--- config.mk ---
export PLATFORM = sky130hd
export DESIGN_NAME = gld_front
export DESIGN_NICKNAME = d
export VERILOG_FILES = /design/src/sv/gld_pkg.sv /design/src/sv/gld_front.sv
export SDC_FILE = /design/constraint.sdc
export NUM_CORES = 1
export LEC_CHECK = 0
export BUFFER_PORTS_ARGS = -buffer_cell sky130_fd_sc_hd__buf_2
export CAP_MARGIN = 20
export CORE_ASPECT_RATIO = 1.25
export CORE_MARGIN = 2
export CORE_UTILIZATION = 53
export CTS_BUF_LIST = sky130_fd_sc_hd__clkbuf_16
export DETAILED_ROUTE_END_ITERATION = 12
export HOLD_SLACK_MARGIN = 0.03
export PLACE_DENSITY_LB_ADDON = 0.08
export SYNTH_ARGS = -nofsm -noshare
export SYNTH_HDL_FRONTEND = slang
export SYNTH_SLANG_ARGS = --single-unit
--- constraint.sdc ---
create_clock -name clk -period 4.9 [get_ports clk]
set_clock_uncertainty 0.2 [all_clocks]
set_input_delay 0.245 -clock clk [delete_from_list [all_inputs] [get_ports clk]]
set_output_delay 0.245 -clock clk [all_outputs]
set_load 0.03 [all_outputs]
--- src/sv/gld_pkg.sv ---
// Package for the GIF LZW decoder: request codes, sizes, result struct.
// No dependencies.
package gld_pkg;
    localparam int TABLE_SIZE_DEF    = 4096;
    localparam int MAX_CODE_BITS_DEF = 12;

    typedef enum logic [1:0] {
        REQ_START = 2'd0,
        REQ_PUSH  = 2'd1,
        REQ_PULL  = 2'd2,
        REQ_NOP   = 2'd3
    } req_t;

    typedef struct packed {
        logic [1:0] req_type;
        logic [7:0] data_byte;
    } req_item_t;

    typedef struct packed {
        logic       byte_taken;
        logic [7:0] pixel;
        logic       pixel_valid;
        logic       string_last;
        logic       need_byte;
        logic       stream_done;
        logic       bad_code_size;
    } res_item_t;
endpackage

--- src/sv/gld_front.sv ---
// Front end: accepts request items into a two-entry queue.
// Depends on gld_pkg.
module gld_front (
    input  logic                clk,
    input  logic                rst_n,
    input  logic                in_valid,
    output logic                in_ready,
    input  gld_pkg::req_item_t  in_item,
    output logic                q_valid,
    input  logic                q_pop,
    output gld_pkg::req_item_t  q_item
);
    gld_pkg::req_item_t mem_reg [2];
    logic       wp_reg, rp_reg;
    logic [1:0] cnt_reg;
    logic       push;

    assign in_ready = (cnt_reg != 2'd2);
    assign push     = in_valid && in_ready;
    assign q_valid  = (cnt_reg != 2'd0);
    assign q_item   = mem_reg[rp_reg];

    // pointers and fill count
    always_ff @(posedge clk or negedge rst_n)
    begin
        if (!rst_n)
        begin
            wp_reg  <= 1'b0;
            rp_reg  <= 1'b0;
            cnt_reg <= 2'd0;
        end
        else
        begin
            if (push) wp_reg <= ~wp_reg;
            if (q_pop) rp_reg <= ~rp_reg;
            cnt_reg <= cnt_reg + {1'b0, push} - {1'b0, q_pop};
        end
    end

    // storage
    always_ff @(posedge clk)
    begin
        if (push) mem_reg[wp_reg] <= in_item;
    end
endmodule

# Yosys cells after proc, flatten, opt, wreduce, memory -nomap -nowiden
# Memories as Yosys holds them, arrays and structs flattened.
# Cells that the tools add are included.
[word_totals] ff_bits=4 latchBits=0 mem_bits_rw=20 romBits=0 output_inout_bits=12 elab_cells=13 n_memories=1
[classes] n_addsub=2 n_mul=0 div_mod_pow=0 magnitude_cmp=0 n_eq_ne=1 n_shift=0 muxes=2 bitwise_logic=2 reduce_logical=2
[memory_table] name="mem_reg" depth=2 width=10 rd=1 rd_clocked_by_memory_dff=0 write_ports=1 line_no="gld_front.sv:13" source="gld_pkg::req_item_t mem_reg [2];"
[ops] cell="adder 2 x 1 -> 2 bit" count=1
[ops] cell="two-way mux 1 bit" count=2
[ops] cell="inequality test 2 bit, second input constant" count=1
[ops] cell="NOT 1 bit" count=2
[ops] cell="nonzero test 2 bit" count=1
[ops] cell="subtractor 2 x 1 -> 2 bit" count=1
[ops] cell="logical AND 1 bit" count=1

# Logic depth before layout (Yosys ltp)
[logic_depth] ltp_word=4 ltp_mapped=5 depth_no_buf=5

# Worst setup path after synthesis
# OpenSTA, ideal clock, no wires.
[synth_path] path_kind="register to register" from="register cnt_reg[1]" to="memory mem_reg[0][0] (netlist bit) (enable)" arrival_ps=1334 t_required_ps=4324 setup_slack_ps=2990 stages_incl_launch_ff=4 n_path_buf=0 path_cell_list="dfrtp_1 -> nand2b_1 -> nand2_1 -> nor2_1"
[synth_between] elab_chain_cells=4
[synth_rtl] item="start, declared" line_no="gld_front.sv:15" source="logic [1:0] cnt_reg;"
[synth_rtl] item="start signal, assigned" line_no="gld_front.sv:36" source="cnt_reg <= cnt_reg + {1'b0, push} - {1'b0, q_pop};"
[synth_rtl] item="inequality test 2 bit" line_no="gld_front.sv:18" source="assign in_ready = (cnt_reg != 2'd2);"
[synth_rtl] item="net in_ready" line_no="gld_front.sv:7" source="output logic in_ready,"
[synth_rtl] item="logical AND 1 bit" line_no="gld_front.sv:19" source="assign push = in_valid && in_ready;"
[synth_rtl] item="two-way mux 1 bit" line_no="gld_front.sv:43" source="if (push) mem_reg[wp_reg] <= in_item;"
[synth_rtl] item="two-way mux 1 bit (not written as such)" line_no="gld_front.sv:43"
[synth_rtl] item="end, declared" line_no="gld_front.sv:13"
# The timed path passes the listed nets, and every way through them passes these cells.

==> impl_metrics.env <==
export IMPL_nets=104
export IMPL_fp_row_count=16
export IMPL_final_min_clock_period_ns=1.91
export IMPL_startpoint="rp_reg"
export IMPL_vias=535
export IMPL_synth_fp_nets=63
export IMPL_p_int_mw=0.487
export IMPL_routed_wl_mm=1.53
export IMPL_rsz0062_at_grt="false"
export IMPL_syn_avg_cell_area_um2=19.2
export IMPL_slew_headroom=0.477
export IMPL_synth_top_area_frac=0.650
export IMPL_synthCells=48
export IMPL_fin_hold_ws_ns=0.150
export IMPL_fmax_mhz=524
export IMPL_numPortBuffers=25
export IMPL_drtIter0Drc=1
export IMPL_first_global_vias=600
export IMPL_cp_max_fo=11
export IMPL_clock_path_buffers=2
export IMPL_dp_cells=90
export IMPL_syn_area_um2=923
export IMPL_ant_nets=0
export IMPL_cts_tree="done"
export IMPL_cpLargestDelayFamily="flip-flops"
export IMPL_start_util=0.577
export IMPL_power_frac_comb=0.339
export IMPL_io_pin_count=26
export IMPL_htreeDepth=1
export IMPL_ys_types=16
export IMPL_ys_seq_area_frac=0.759
export IMPL_synth_top_area_cell="edfxtp_1"
export IMPL_powerDensity_nw_per_um2=591
export IMPL_grt_antenna_before_repair=0
export IMPL_startpoint_type="flip-flop"
export IMPL_cts_sinks=24
export IMPL_drive_gt1_frac=0.364
export IMPL_worstSetupPathType="reg -> out"
export IMPL_cp_cell_sequence="mux2_2 -> buf_2"
export IMPL_hold_viol=0
export IMPL_grt_pass1_wl_mm=2.57
export IMPL_place_area_um2=1070
export IMPL_track_usage=0.193
export IMPL_drv_cap=0
export IMPL_p_leak_nw=0.508
export IMPL_pre_cts_ws_ns=3.02
export IMPL_cp_arrival_ns=1.46
export IMPL_mostFrequentLayoutCell="buf_2"
export IMPL_core_area_um2=1600
export IMPL_post_drt_wl_per_cell_um=14.4
export IMPL_antenna_cells=0
export IMPL_fin_area_um2=1260
export IMPL_swShare=0.349
export IMPL_first_pass_iters=3
export IMPL_largest_reg_flops=20
export IMPL_period_share=0.389
export IMPL_dp_hpwl_um=959
export IMPL_crit_buf_inv=1
export IMPL_p_switching_mw=0.261
export IMPL_crit_path_top_delay_cell="dfrtp_1"
export IMPL_fin_setup_tns_ns=0
export IMPL_yosysWarnings=0
export IMPL_die_h_um=50.7
export IMPL_die_w_um=41.3
export IMPL_most_common_layout_cells="buf_2, edfxtp_1, dlygate4sd3_1, mux2_1, dfrtp_1"
export IMPL_endpoint_kind="output port"
export IMPL_hold_start="in_valid"
export IMPL_outcome="complete, no violations"
export IMPL_drv_slew=0
export IMPL_insertion_delay_ns=0.25
export IMPL_pwr_share_clk=0.231
export IMPL_synth_area_leaders="edfxtp_1, mux2_1, dfrtp_1, xnor2_1, ha_1"
export IMPL_syn_to_final_growth_pct=37.0
export IMPL_timing_final_ws_setup_ns=2.99
export IMPL_synth_seq_cells=24
export IMPL_critPathRequiredTime_ns=4.45
export IMPL_clock_root_buffer="clkbuf_16"
export IMPL_die_area_um2=2090
export IMPL_reg2reg_from="cnt_reg[1]"
export IMPL_max_stage_delay_ns=0.64
export IMPL_grt_start_max_net_pins=14
export IMPL_via_per_inst=5.05
export IMPL_setup_violations=0
export IMPL_vdd_drop_max_v=0.000385
export IMPL_hp_class="in -> reg"
export IMPL_overflow=0
export IMPL_cts_inserted_buffers=3
export IMPL_routabilityCongestion=0.713
export IMPL_path_clk_slew_ns=0.06
export IMPL_drc=0
export IMPL_tightest_slew_ns=0.782
export IMPL_finalNonFillerCells=106
export IMPL_share_seq_of_total_power=0.431
through the flow:
step / util / power, mW
detailed placement: 0.666 / 0.574
global placement: 0.666 / 0.568
floorplan: - / 0.506
CTS: 0.790 / 0.754
global route: 0.790 / 0.788
finish: 0.790 / 0.748
timing repair:
item / 4_1_cts / 5_1_grt
hold endpoints to repair: 25 / 0
resized for setup: 0 / 0
setup endpoints to repair: 0 / 0
setup buffers: 0 / 0
hold buffers: 12 / 0
power by group through the flow:
stage	clock network [mW]	registers [mW]	logic, mW
2_1_floorplan	0	0.304	0.201
5_1_grt	0.184	0.329	0.275
6_report	0.172	0.322	0.253
3_5_place_dp	0	0.326	0.248
3_3_place_gp	0	0.325	0.243
4_1_cts	0.175	0.323	0.256
layout make-up:
cell class / count / area [um2]
flip-flops and latches: 24 / 701
fillers: 104 / 337
repair buffers: 37 / 245
multi-input cells: 23 / 218
clock buffers: 3 / 75.1
well taps: 18 / 22.5
clock inverters: 1 / 3.75
cell usage after synthesis:
cell and n:
nand2b_1 1, mux2_2 1, xor2_1 1, and3_1 1
ha_1 1, nor3b_2 1, xnor2_1 3, buf_2 1
nand2_1 1, a21oi_2 1, mux2_1 9, nor2_1 1
a21bo_1 1, edfxtp_1 20, dfrtp_1 4, or2_2 1
per-layer routing:
layer,global-route usage,up-vias,routed length [um]
li1,-,259,-
met3,0.0531,3,60
met1,0.230,257,654
met5,0,-,0
met2,0.305,16,786
met4,0.0968,0,29
kinds of logic (layout without fill, tap and decap cells):
group / after synthesis / in the layout / synth area share
AOI/OAI and AO/OA: 2 / 2 / 0.0203
adders and majority gates: 1 / 1 / 0.0135
buffers and inverters: 1 / 41 / 0.00541
xor gates and xnor gates: 4 / 4 / 0.0379
DFF: 24 / 24 / 0.759
muxes: 10 / 10 / 0.122
and+or+nand+nor: 6 / 6 / 0.0420
worst paths after layout:
kind                                       to  slack (ns)  cells after the start
worst max-delay path                q_item[9]        2.99                      2
worst min-delay path                   wp_reg        0.15                      3
worst max register to register  mem_reg[0][7]        3.05                      3
worst min register to register         wp_reg        0.30                      1
max in group asynchronous              rp_reg        4.21                      2
min in group asynchronous              wp_reg        0.17                      2
worst min-delay path, cell delays in order:
cell     delay, ns
buf_2         0.12
nand2_1       0.12
xnor2_1       0.07
Note: power is estimated with default switching activity, not from simulation.
